## src/hdl/fsp_pkg.sv

```systemverilog
package fsp_pkg;

    // Characters that steer the parser
    localparam logic [7:0] CH_NUL    = 8'h00;
    localparam logic [7:0] CH_SPACE  = 8'h20;
    localparam logic [7:0] CH_HASH   = 8'h23;
    localparam logic [7:0] CH_PCT    = 8'h25;
    localparam logic [7:0] CH_APOS   = 8'h27;
    localparam logic [7:0] CH_STAR   = 8'h2A;
    localparam logic [7:0] CH_PLUS   = 8'h2B;
    localparam logic [7:0] CH_MINUS  = 8'h2D;
    localparam logic [7:0] CH_DOT    = 8'h2E;
    localparam logic [7:0] CH_0      = 8'h30;
    localparam logic [7:0] CH_9      = 8'h39;
    localparam logic [7:0] CH_BANG   = 8'h21;
    localparam logic [7:0] CH_UP_A   = 8'h41;
    localparam logic [7:0] CH_UP_E   = 8'h45;
    localparam logic [7:0] CH_UP_L   = 8'h4C;
    localparam logic [7:0] CH_UP_X   = 8'h58;
    localparam logic [7:0] CH_UP_Z   = 8'h5A;
    localparam logic [7:0] CH_LO_A   = 8'h61;
    localparam logic [7:0] CH_LO_B   = 8'h62;
    localparam logic [7:0] CH_LO_C   = 8'h63;
    localparam logic [7:0] CH_LO_D   = 8'h64;
    localparam logic [7:0] CH_LO_E   = 8'h65;
    localparam logic [7:0] CH_LO_F   = 8'h66;
    localparam logic [7:0] CH_LO_G   = 8'h67;
    localparam logic [7:0] CH_LO_H   = 8'h68;
    localparam logic [7:0] CH_LO_I   = 8'h69;
    localparam logic [7:0] CH_LO_L   = 8'h6C;
    localparam logic [7:0] CH_LO_N   = 8'h6E;
    localparam logic [7:0] CH_LO_O   = 8'h6F;
    localparam logic [7:0] CH_LO_P   = 8'h70;
    localparam logic [7:0] CH_LO_S   = 8'h73;
    localparam logic [7:0] CH_LO_U   = 8'h75;
    localparam logic [7:0] CH_LO_X   = 8'h78;
    localparam logic [7:0] CH_LO_Z   = 8'h7A;

    // Number limits
    localparam int unsigned NUM_DIGITS_MAX_DEF = 10;
    localparam int          CNT_W              = 5;
    localparam logic [CNT_W-1:0] CNT_TOP       = 5'd31;
    localparam logic [30:0] INT_TOP            = 31'h7FFF_FFFF;
    localparam logic [31:0] PREC_NONE          = 32'hFFFF_FFFF;
    localparam logic [31:0] PREC_F_DEFAULT     = 32'd6;

    // Stream widths
    localparam int IN_DATA_W  = 40;
    localparam int OUT_DATA_W = 88;

    // Flag bit positions
    localparam int FB_MINUS = 0;
    localparam int FB_PLUS  = 1;
    localparam int FB_HASH  = 2;
    localparam int FB_ZERO  = 3;
    localparam int FB_SPACE = 4;

    // Length modifier codes
    typedef enum logic [2:0] {
        LEN_NONE = 3'd0,
        LEN_HH   = 3'd1,
        LEN_H    = 3'd2,
        LEN_L    = 3'd3,
        LEN_LL   = 3'd4,
        LEN_BIG_L = 3'd5
    } t_len;

    // Outcome codes
    typedef enum logic [2:0] {
        OUT_SPEC    = 3'd0,
        OUT_PERCENT = 3'd1,
        OUT_END     = 3'd2,
        OUT_UNKNOWN = 3'd3,
        OUT_OTHER   = 3'd4
    } t_outcome;

    // Parser phases, one-hot
    typedef enum logic [7:0] {
        PH_FLAGS = 8'b0000_0001,
        PH_WDIG  = 8'b0000_0010,
        PH_WSTAR = 8'b0000_0100,
        PH_DOT   = 8'b0000_1000,
        PH_PDIG  = 8'b0001_0000,
        PH_MOD   = 8'b0010_0000,
        PH_H1    = 8'b0100_0000,
        PH_L1    = 8'b1000_0000
    } t_phase;

endpackage

```

## src/hdl/format_spec_parser.sv

```systemverilog
// Path: a character enters the input register; its result (if any) then enters
//   the result register, which drives o_m_tvalid. Parsing is one pass of logic.
// Throughput: one character per cycle unless an untaken result stalls the input.
// Reset: i_rst_n is synchronous, active low; it returns the parser to the flags
//   phase with all fields cleared and empties both register stages.
module format_spec_parser #(
    parameter int unsigned NUM_DIGITS_MAX = fsp_pkg::NUM_DIGITS_MAX_DEF
) (
    input  logic                           i_clk,
    input  logic                           i_rst_n,
    input  logic                           i_s_tvalid,
    output logic                           o_s_tready,
    // [7:0] ch, [39:8] star_arg
    input  logic [fsp_pkg::IN_DATA_W-1:0]  i_s_tdata,
    output logic                           o_m_tvalid,
    input  logic                           i_m_tready,
    // [2:0] outcome, [10:3] spec_char, [11] left_align, [12] show_plus,
    // [13] alt_form, [14] zero_pad, [15] space_sign, [46:16] field_width,
    // [78:47] prec_value, [81:79] length_mod, [82] num_overflow, [87:83] zero
    output logic [fsp_pkg::OUT_DATA_W-1:0] o_m_tdata
);

    // Input stage
    logic        r_s1_valid;
    logic [7:0]  r_ch;
    logic [31:0] r_arg;
    logic        s1_adv;

    // Parser state
    fsp_pkg::t_phase               r_phase, n_phase;
    logic [4:0]                    r_flags, n_flags;
    logic [30:0]                   r_width, n_width;
    logic [31:0]                   r_prec, n_prec;
    logic [2:0]                    r_mod, n_mod;
    logic                          r_ovf, n_ovf;
    logic [fsp_pkg::CNT_W-1:0]     r_cnt, n_cnt;

    // Output stage
    logic                          r_out_valid;
    logic [fsp_pkg::OUT_DATA_W-1:0] r_out_data;

    // Digit accumulate
    logic                          w_is_digit;
    logic [3:0]                    w_digit;
    logic                          w_use_prec;
    logic [30:0]                   w_acc;
    logic                          w_acc_nz;
    logic [34:0]                   w_mul;
    logic [fsp_pkg::CNT_W-1:0]     w_cnt_next;
    logic                          w_dig_ovf;
    logic [30:0]                   w_dig_val;

    // Star width
    logic [31:0]                   w_mag;

    // Modifier or terminate
    logic                          w_mt_h, w_mt_l, w_mt_big_l;
    logic                          w_term;

    // Finish
    fsp_pkg::t_outcome             w_outcome;
    logic [7:0]                    w_spec;
    logic [4:0]                    w_fb;
    logic [31:0]                   w_prec_out;
    logic                          w_is_spec, w_is_letter, w_prec_zero_clr, w_csp;

    // Handshake
    assign s1_adv      = r_s1_valid && (!r_out_valid || i_m_tready);
    assign o_s_tready  = !r_s1_valid || s1_adv;
    assign o_m_tvalid  = r_out_valid;
    assign o_m_tdata   = r_out_data;

    // Shared multiply-by-ten for width or precision digits
    assign w_is_digit = (r_ch >= fsp_pkg::CH_0) && (r_ch <= fsp_pkg::CH_9);
    assign w_digit    = r_ch[3:0];  // low nibble of an ASCII digit is its value
    assign w_use_prec = (r_phase == fsp_pkg::PH_DOT) || (r_phase == fsp_pkg::PH_PDIG);
    assign w_acc      = w_use_prec ? r_prec[30:0] : r_width;
    assign w_acc_nz   = w_use_prec ? (r_prec != 32'd0) : (r_width != 31'd0);
    assign w_mul      = {1'b0, w_acc, 3'b000} + {3'b000, w_acc, 1'b0} + {31'd0, w_digit};
    assign w_cnt_next = ((w_acc_nz || w_digit != 4'd0) && r_cnt < fsp_pkg::CNT_TOP)
                        ? r_cnt + 1'b1 : r_cnt;
    assign w_dig_ovf  = (32'(w_cnt_next) > NUM_DIGITS_MAX)
                        || (w_mul > {4'd0, fsp_pkg::INT_TOP});
    assign w_dig_val  = w_dig_ovf ? fsp_pkg::INT_TOP : w_mul[30:0];

    // Magnitude of a negative star argument
    assign w_mag = ~r_arg + 32'd1;

    // Modifier acceptance against the current modifier
    assign w_mt_h     = (r_ch == fsp_pkg::CH_LO_H) && (r_mod == fsp_pkg::LEN_NONE);
    assign w_mt_l     = (r_ch == fsp_pkg::CH_LO_L) && (r_mod <= fsp_pkg::LEN_H);
    assign w_mt_big_l = (r_ch == fsp_pkg::CH_UP_L) && (r_mod <= fsp_pkg::LEN_LL);

    // Phase step
    always_comb begin
        n_phase = r_phase;
        n_flags = r_flags;
        n_width = r_width;
        n_prec  = r_prec;
        n_mod   = r_mod;
        n_ovf   = r_ovf;
        n_cnt   = r_cnt;
        w_term  = 1'b0;
        unique case (r_phase)
            fsp_pkg::PH_FLAGS: begin
                priority if (r_ch == fsp_pkg::CH_MINUS) begin
                    n_flags[fsp_pkg::FB_MINUS] = 1'b1;
                end else if (r_ch == fsp_pkg::CH_PLUS) begin
                    n_flags[fsp_pkg::FB_PLUS] = 1'b1;
                end else if (r_ch == fsp_pkg::CH_HASH) begin
                    n_flags[fsp_pkg::FB_HASH] = 1'b1;
                end else if (r_ch == fsp_pkg::CH_0) begin
                    n_flags[fsp_pkg::FB_ZERO] = 1'b1;
                end else if (r_ch == fsp_pkg::CH_SPACE) begin
                    n_flags[fsp_pkg::FB_SPACE] = 1'b1;
                end else if (r_ch == fsp_pkg::CH_APOS) begin
                    n_phase = r_phase;
                end else if (r_ch == fsp_pkg::CH_STAR) begin
                    if (r_arg[31]) begin
                        n_flags[fsp_pkg::FB_MINUS] = 1'b1;
                        n_width = w_mag[31] ? fsp_pkg::INT_TOP : w_mag[30:0];
                        if (w_mag[31]) begin
                            n_ovf = 1'b1;
                        end
                    end else begin
                        n_width = r_arg[30:0];
                    end
                    n_phase = fsp_pkg::PH_WSTAR;
                end else if (w_is_digit) begin
                    n_width = w_dig_val;
                    n_cnt   = w_cnt_next;
                    n_ovf   = r_ovf | w_dig_ovf;
                    n_phase = fsp_pkg::PH_WDIG;
                end else if (r_ch == fsp_pkg::CH_DOT) begin
                    n_prec  = 32'd0;
                    n_cnt   = '0;
                    n_phase = fsp_pkg::PH_DOT;
                end else begin
                    w_term = 1'b1;
                end
            end
            fsp_pkg::PH_WDIG: begin
                priority if (w_is_digit) begin
                    n_width = w_dig_val;
                    n_cnt   = w_cnt_next;
                    n_ovf   = r_ovf | w_dig_ovf;
                end else if (r_ch == fsp_pkg::CH_DOT) begin
                    n_prec  = 32'd0;
                    n_cnt   = '0;
                    n_phase = fsp_pkg::PH_DOT;
                end else begin
                    w_term = 1'b1;
                end
            end
            fsp_pkg::PH_WSTAR: begin
                if (r_ch == fsp_pkg::CH_DOT) begin
                    n_prec  = 32'd0;
                    n_cnt   = '0;
                    n_phase = fsp_pkg::PH_DOT;
                end else begin
                    w_term = 1'b1;
                end
            end
            fsp_pkg::PH_DOT: begin
                priority if (r_ch == fsp_pkg::CH_STAR) begin
                    n_prec  = r_arg[31] ? fsp_pkg::PREC_NONE : r_arg;
                    n_phase = fsp_pkg::PH_MOD;
                end else if (w_is_digit) begin
                    n_prec  = {1'b0, w_dig_val};
                    n_cnt   = w_cnt_next;
                    n_ovf   = r_ovf | w_dig_ovf;
                    n_phase = fsp_pkg::PH_PDIG;
                end else begin
                    w_term = 1'b1;
                end
            end
            fsp_pkg::PH_PDIG: begin
                if (w_is_digit) begin
                    n_prec = {1'b0, w_dig_val};
                    n_cnt  = w_cnt_next;
                    n_ovf  = r_ovf | w_dig_ovf;
                end else begin
                    w_term = 1'b1;
                end
            end
            fsp_pkg::PH_H1: begin
                n_phase = fsp_pkg::PH_MOD;
                if (r_ch == fsp_pkg::CH_LO_H) begin
                    n_mod = fsp_pkg::LEN_HH;
                end else begin
                    w_term = 1'b1;
                end
            end
            fsp_pkg::PH_L1: begin
                n_phase = fsp_pkg::PH_MOD;
                if (r_ch == fsp_pkg::CH_LO_L) begin
                    n_mod = fsp_pkg::LEN_LL;
                end else begin
                    w_term = 1'b1;
                end
            end
            default: begin
                w_term = 1'b1;
            end
        endcase

        // A terminating candidate may still be a modifier letter
        if (w_term) begin
            priority if (w_mt_h) begin
                w_term  = 1'b0;
                n_mod   = fsp_pkg::LEN_H;
                n_phase = fsp_pkg::PH_H1;
            end else if (w_mt_l) begin
                w_term  = 1'b0;
                n_mod   = fsp_pkg::LEN_L;
                n_phase = fsp_pkg::PH_L1;
            end else if (w_mt_big_l) begin
                w_term  = 1'b0;
                n_mod   = fsp_pkg::LEN_BIG_L;
                n_phase = fsp_pkg::PH_MOD;
            end else begin
                w_term  = 1'b1;
            end
        end

        // Clear everything after the terminator
        if (w_term) begin
            n_phase = fsp_pkg::PH_FLAGS;
            n_flags = '0;
            n_width = '0;
            n_prec  = fsp_pkg::PREC_NONE;
            n_mod   = fsp_pkg::LEN_NONE;
            n_ovf   = 1'b0;
            n_cnt   = '0;
        end
    end

    // Classify the terminator and apply the overrides
    always_comb begin
        unique case (r_ch)
            fsp_pkg::CH_LO_D, fsp_pkg::CH_LO_I, fsp_pkg::CH_LO_X, fsp_pkg::CH_UP_X,
            fsp_pkg::CH_LO_O, fsp_pkg::CH_LO_C, fsp_pkg::CH_LO_P, fsp_pkg::CH_LO_F,
            fsp_pkg::CH_LO_S, fsp_pkg::CH_LO_U, fsp_pkg::CH_LO_B, fsp_pkg::CH_LO_N,
            fsp_pkg::CH_LO_E, fsp_pkg::CH_UP_E, fsp_pkg::CH_LO_G: w_is_spec = 1'b1;
            default: w_is_spec = 1'b0;
        endcase
        w_is_letter = ((r_ch >= fsp_pkg::CH_LO_A) && (r_ch <= fsp_pkg::CH_LO_Z))
                      || ((r_ch >= fsp_pkg::CH_UP_A) && (r_ch <= fsp_pkg::CH_UP_Z));
        w_spec = fsp_pkg::CH_BANG;
        priority if (w_is_spec) begin
            w_outcome = fsp_pkg::OUT_SPEC;
            w_spec    = r_ch;
        end else if (w_is_letter) begin
            w_outcome = fsp_pkg::OUT_UNKNOWN;
        end else if (r_ch == fsp_pkg::CH_PCT) begin
            w_outcome = fsp_pkg::OUT_PERCENT;
        end else if (r_ch == fsp_pkg::CH_NUL) begin
            w_outcome = fsp_pkg::OUT_END;
        end else begin
            w_outcome = fsp_pkg::OUT_OTHER;
        end

        w_prec_zero_clr = (r_prec != fsp_pkg::PREC_NONE)
            && ((w_spec == fsp_pkg::CH_LO_D) || (w_spec == fsp_pkg::CH_LO_I)
                || (w_spec == fsp_pkg::CH_LO_X) || (w_spec == fsp_pkg::CH_UP_X)
                || (w_spec == fsp_pkg::CH_LO_O) || (w_spec == fsp_pkg::CH_LO_F)
                || (w_spec == fsp_pkg::CH_LO_U));
        w_csp = (w_spec == fsp_pkg::CH_LO_C) || (w_spec == fsp_pkg::CH_LO_S)
                || (w_spec == fsp_pkg::CH_LO_P);

        w_fb       = r_flags;
        w_prec_out = r_prec;
        if ((w_outcome == fsp_pkg::OUT_SPEC) || (w_outcome == fsp_pkg::OUT_OTHER)) begin
            if (r_flags[fsp_pkg::FB_PLUS]) begin
                w_fb[fsp_pkg::FB_SPACE] = 1'b0;
            end
            if (r_flags[fsp_pkg::FB_MINUS] || w_prec_zero_clr || w_csp) begin
                w_fb[fsp_pkg::FB_ZERO] = 1'b0;
            end
            if ((w_spec == fsp_pkg::CH_LO_F) && (r_prec == fsp_pkg::PREC_NONE)) begin
                w_prec_out = fsp_pkg::PREC_F_DEFAULT;
            end
        end
    end

    // Input register
    always_ff @(posedge i_clk) begin
        if (!i_rst_n) begin
            r_s1_valid <= 1'b0;
        end else if (o_s_tready) begin
            r_s1_valid <= i_s_tvalid;
        end
        if (o_s_tready && i_s_tvalid) begin
            r_ch  <= i_s_tdata[7:0];
            r_arg <= i_s_tdata[39:8];
        end
    end

    // Parser state, advanced once per processed character
    always_ff @(posedge i_clk) begin
        if (!i_rst_n) begin
            r_phase <= fsp_pkg::PH_FLAGS;
            r_flags <= '0;
            r_width <= '0;
            r_prec  <= fsp_pkg::PREC_NONE;
            r_mod   <= fsp_pkg::LEN_NONE;
            r_ovf   <= 1'b0;
            r_cnt   <= '0;
        end else if (s1_adv) begin
            r_phase <= n_phase;
            r_flags <= n_flags;
            r_width <= n_width;
            r_prec  <= n_prec;
            r_mod   <= n_mod;
            r_ovf   <= n_ovf;
            r_cnt   <= n_cnt;
        end
    end

    // Result register: load on a terminator, drop once transferred
    always_ff @(posedge i_clk) begin
        if (!i_rst_n) begin
            r_out_valid <= 1'b0;
        end else if (s1_adv && w_term) begin
            r_out_valid <= 1'b1;
        end else if (i_m_tready) begin
            r_out_valid <= 1'b0;
        end
        if (s1_adv && w_term) begin
            r_out_data <= {5'd0, r_ovf, r_mod, w_prec_out, r_width,
                           w_fb[fsp_pkg::FB_SPACE], w_fb[fsp_pkg::FB_ZERO],
                           w_fb[fsp_pkg::FB_HASH], w_fb[fsp_pkg::FB_PLUS],
                           w_fb[fsp_pkg::FB_MINUS], w_spec, w_outcome};
        end
    end

    // A terminator always leaves the parser back in the flags phase
    a_term_clears: assert property (@(posedge i_clk) disable iff (!i_rst_n)
        s1_adv && w_term |=> r_phase == fsp_pkg::PH_FLAGS && r_prec == fsp_pkg::PREC_NONE)
        else $error("parser state not cleared after terminator");

    // An f specifier never reports an absent precision
    a_f_prec: assert property (@(posedge i_clk) disable iff (!i_rst_n)
        o_m_tvalid && o_m_tdata[2:0] == fsp_pkg::OUT_SPEC && o_m_tdata[10:3] == fsp_pkg::CH_LO_F
        |-> o_m_tdata[78:47] != fsp_pkg::PREC_NONE)
        else $error("f specifier without precision");

    // Numbers saturated by digit overflow must carry the overflow mark
    a_ovf_sat: assert property (@(posedge i_clk) disable iff (!i_rst_n)
        s1_adv && w_is_digit && w_dig_ovf && (w_use_prec || r_phase == fsp_pkg::PH_FLAGS
        || r_phase == fsp_pkg::PH_WDIG) |=> r_ovf)
        else $error("digit overflow not recorded");

endmodule

```

## config.mk

```make
export PLATFORM = sky130hd
export DESIGN_NAME = format_spec_parser
export DESIGN_NICKNAME = d
export VERILOG_FILES = /design/src/hdl/fsp_pkg.sv /design/src/hdl/format_spec_parser.sv
export SDC_FILE = /design/constraint.sdc
export NUM_CORES = 1
export LEC_CHECK = 0
export BUFFER_PORTS_ARGS = -buffer_cell sky130_fd_sc_hd__clkbuf_2
export CORE_ASPECT_RATIO = 0.6
export CORE_UTILIZATION = 55
export DETAILED_ROUTE_END_ITERATION = 8
export PLACE_DENSITY = 0.75
export SETUP_SLACK_MARGIN = 0.15
export SLEW_MARGIN = 20
export SYNTH_ARGS = -nofsm -noshare
export SYNTH_HDL_FRONTEND = slang
export SYNTH_SLANG_ARGS = --single-unit
export TNS_END_PERCENT = 1
```

## constraint.sdc

```tcl
create_clock -name i_clk -period 15.7 [get_ports i_clk]
set_input_delay 2.355 -clock i_clk [delete_from_list [all_inputs] [get_ports i_clk]]
set_output_delay 2.355 -clock i_clk [all_outputs]
set_load 0.05 [all_outputs]
```

Word-level counts from Yosys, hierarchy flattened
Cells that the tools add are included.
Operators by class
  add/subtract/negate cells: 4
  order comparisons: 11
  equal/unequal tests: 66
  muxes and demuxes: 131
  bitwise gates (word level): 2
  reduce and logical (&&, ||, !) cells: 60
Operators by type and width (number)
  32-bit two-way mux: 15
  31-bit two-way mux: 13
  8-bit by 7-bit == test with 1-bit output (second input constant): 29
  32-bit case mux with 5 select lines: 1
  8-bit two-way mux: 18
  5-bit two-way mux: 15
  8-bit by 6-bit == test with 1-bit output (second input constant): 9
  31-bit case mux with 2 select lines: 1
  1-bit two-way mux: 48
  8-bit case mux with 5 select lines: 1
  3-bit inequality test (second input constant): 13
  3-bit two-way mux: 12
  34-bit by 32-bit adder with 35-bit output: 1
  35-bit by 4-bit adder with 35-bit output: 1
  35-bit by 31-bit greater-than comparator with 1-bit output (second input constant): 1
  32-bit by 1-bit adder with 32-bit output (second input constant): 1
  32-bit == test (second input constant): 1
  32-bit inequality test (second input constant): 1
  32-bit inverter: 1
  32-bit nonzero test: 1
  31-bit nonzero test: 1
  5-bit case mux with 5 select lines: 1
  9-bit AND reduction: 2
  1-bit logical OR: 17
  other kinds (41): 70
Storage, ports and cells
  register bits: 210
  bits of input ports: 44
  word-level logic and storage cells: 290

Depth between registers and ports, before layout
  word-level depth: 19
  depth in mapped cells: 22
  gate-level depth less buffers: 17

Worst setup path before layout
Ideal clock, no wire load.
  kind: input port to flip-flop
  start point: in i_m_tready
  end point: reg r_out_data (netlist bit o_m_tdata[0]) (enable)
  library setup time: 0.526 ns
  arrival time: 6.304 ns
  slack: 8.870 ns
  stages on the path: 4
  buffers on the path: 1
  path through: nand2b_1 > nand2_1 > clkbuf_1 > nor2_1
On the way
  word-level cells in the longest chain between the ends: 3
RTL lines
  start, declared: line format_spec_parser.sv:16  | input logic i_m_tready,
  1-bit logical OR: line format_spec_parser.sv:68  | assign s1_adv = r_s1_valid && (!r_out_valid || i_m_tready);
  1-bit logical AND: line format_spec_parser.sv:68
  1-bit logical AND: line format_spec_parser.sv:329  | if (s1_adv && w_term) begin
  end signal, assigned: line format_spec_parser.sv:330  | r_out_data <= {5'd0, r_ovf, r_mod, w_prec_out, r_width,
  end, declared: line format_spec_parser.sv:40  | logic [fsp_pkg::OUT_DATA_W-1:0] r_out_data;
No other way between the ends.
A chain may end at the register's enable or synchronous reset.

==> flow_summary.toml <==
[sta]
clock_skew_ns = 0.0252
rsz0062_at_grt = "no"
post-route-min-period_ns = 6.21
min_period_over_period_pct = 39.6
fmax_ghz = 0.161
tightest_slew_ns = 1.22
tns_ns = 0
finalHoldViolations = 0
relSlewSlack_pct = 17.9
maxSlewViolCount = 0
setup_viol = 0

[detailed_routing]
antenna_left = 0
wire_per_inst_um = 22.6
drc_errors = 0
routed_wl_um = 43700
avgViaCountPerCell = 6.67
first_pass_iters = 6
drt_iter0_drc = 1915
vias = 12892

[logic_synthesis]
yosysUniqueCellTypes = 89
ys_seq_area_share_pct = 40.4
ys_async_sr_fraction_pct = 0
synth.area.mux_share_pct = 0.381
ys_warn_count = 0
synth_top_family_by_area = "compound AO/OA/AOI/OAI gates"
yosys.area_share.simple_pct = 22.5
synth_compound_area_share_pct = 24.3
synth_fa_ha_area_share_pct = 6.23
synth-seq-cells = 210
synth_xor_area_share_pct = 1.69
synth_area_um2 = 13500
synth_cells = 1527
synth.avg_cell_area_um2 = 8.81
synth_edf_count = 123
synth_flop_cell = "edfxtp_1"

[placement]
gp_congestion = 0.983
hpwl_um = 32400
placed_area_um2 = 14200
portBuffers = 128

[global_routing]
grt_first_pass_wirelength_um = 66700
track_usage_pct = 34.9
antenna_found_initial = 1
gr-total-overflow = 0
grt_pass1_vias = 11562
grt_max_degree = 78

[cts]
postCtsSetupBuffers = 0
htree_levels = 1
insertion_delay_ns = 0.54
cts_tree = "built"
cts_buffers = 21
post_cts_resized = 0
clkSlewWorstSetupHoldPaths_ns = 0.07
cts_buffer_depth = 3
cts-root-buf = "clkbuf_16"
holdBufCountCts = 0
cts.sinks = 210

[setup_path]
path_delay_family = "simple AND/OR/NAND/NOR gates"
critPathKind = "reg -> reg"
crit_chain = "or3_1 > or4_4 > nand2_1 > nand2_1 > fa_1 > inv_1 > fa_1 > nor2b_1 > o31a_1 > o31ai_1 > o41ai_1 > buf_4 > a22oi_1 > o221ai_1 > xor2_1 > buf_4 > nor4_4 > o21ai_0"
required_ns = 16.09
cp-end-kind = "flop"
slowest_delay_ns = 0.80
critPathSlowestCell = "or4_4"
worst-path-buf-inv = 3
crit_fanout = 36
arrival_ns = 6.61
critPathLaunchType = "flop"

[die]
rows = 43
die_h_um = 123
die_x_um = 204
dieArea_um2 = 25100
io_pins = 134
initial_core_util_pct = 57.1
coreArea_um2 = 23600

[power_and_ir_drop]
power_frac_seq_pct = 48.1
p_per_area_nw_per_um2 = 85.9
pwr-share-clk_pct = 41.8
power_frac_comb_pct = 10.1
ir_drop_mv = 0.0645
p_switching_mw = 0.341
intPower_mw = 0.941
total_power_mw = 1.28
cellLeakagePower_nw = 5.63
swShare_pct = 26.6

[job]
max_cap_viol_count = 0

[cells_and_area]
nets = 1711
finalInstanceArea_um2 = 14900
area.growth.synth_to_final_pct = 10.9
drive_above_1_share_pct = 13.9
final_util_pct = 63.3
diodes = 0
final_cell_mix = "nand2_1 (216), o21ai_0 (160), clkbuf_2 (128)"
final_common_cell = "nand2_1"

[status]
outcome = "finished clean"

[min_path]
min_path_type = "reg -> reg"
## per-layer routing
layer	part of all wire, %	GRT usage, %
met5	0	0
met4	2.3	10.6
met3	14	9.99
met2	39	47.1
met1	45	52.8
## state kept, by name (all words and copies together) (netlist names), named ones only
signal      cells
r_s1_valid      1
o_m_tdata      83
r_prec         32
r_cnt           5
r_mod           3
r_ch            8
r_flags         5
r_ovf           1
r_arg          32
r_phase         7
r_width        31
o_m_tvalid      1
## power by group through the flow
stage                     sequential, mW  clock, mW  combinational, mW
final                              0.616      0.536              0.130
after global routing               0.617      0.561              0.138
after CTS                          0.615      0.539              0.127
after detailed placement           0.627          0              0.126
after global placement             0.627          0              0.125
after floorplan                    0.645          0             0.0709
## cells in the mapped netlist (24+ instances only)
cell      count  area (µm²)
nand2_1     216         811
o21ai_0     160         801
edfxtp_1    123        3690
a21oi_1     102         510
dfxtp_1      87        1740
nor2_1       82         308
clkbuf_1     73         274
ha_1         63         788
and2_1       62         388
inv_1        37         139
nor3_1       36         180
nor4_1       34         213
nand4_1      24         150
## cell type report
class                   instances  area (µm²)
fillers                      2002        8650
well taps                     315         394
multi-input cells            1186        7460
repair buffers                146         776
clock buffers                  25         562
clock inverters                13         149
inverters                      37         139
flip-flops and latches        210        5440
## stage by stage
step                instances  hold WS [ns]  worst slack, ns
detailed placement       1894         0.432             9.68
global placement         1894         0.426             9.80
global route             1932         0.470             9.14
finish                   1932         0.444             9.49
floorplan                1532         0.408             8.87
CTS                      1932         0.448             9.64
## kinds of logic after synthesis
logic type / after synthesis
XOR/XNOR: 26
other: 1
AO/OA/AOI/OAI: 491
AND/OR/NAND/NOR: 592
multiplexers: 5
flip-flops: 210
buffers and inverters: 136
adder cells (fa/ha/maj): 66
## worst register-to-register path, stage by stage (launching register included)
cell	delay (ns)
dfxtp_1	0.40
or3_1	0.56
or4_4	0.80
nand2_1	0.18
nand2_1	0.10
fa_1	0.51
inv_1	0.10
fa_1	0.22
nor2b_1	0.07
o31a_1	0.27
o31ai_1	0.63
o41ai_1	0.21
buf_4	0.21
a22oi_1	0.28
o221ai_1	0.19
xor2_1	0.20
buf_4	0.22
nor4_4	0.73
o21ai_0	0.21
## path summary, 6_finish.rpt
| path | endpoint | cells past startpoint | start | slack [ns] |
|---|---|---|---|---|
| hold / removal | o_m_tdata[13]$_DFFE_PP_ | 0 | r_flags[2]$_SDFFE_PN0P_ | 0.44 |
| hold reg to reg | o_m_tdata[13]$_DFFE_PP_ | 0 | r_flags[2]$_SDFFE_PN0P_ | 0.44 |
| setup reg to reg | r_width[10]$_SDFFE_PN0P_ | 18 | flop | 9.49 |
| setup / recovery | r_width[10]$_SDFFE_PN0P_ | 18 | flop | 9.49 |
(Power assumes the default switching activity.)
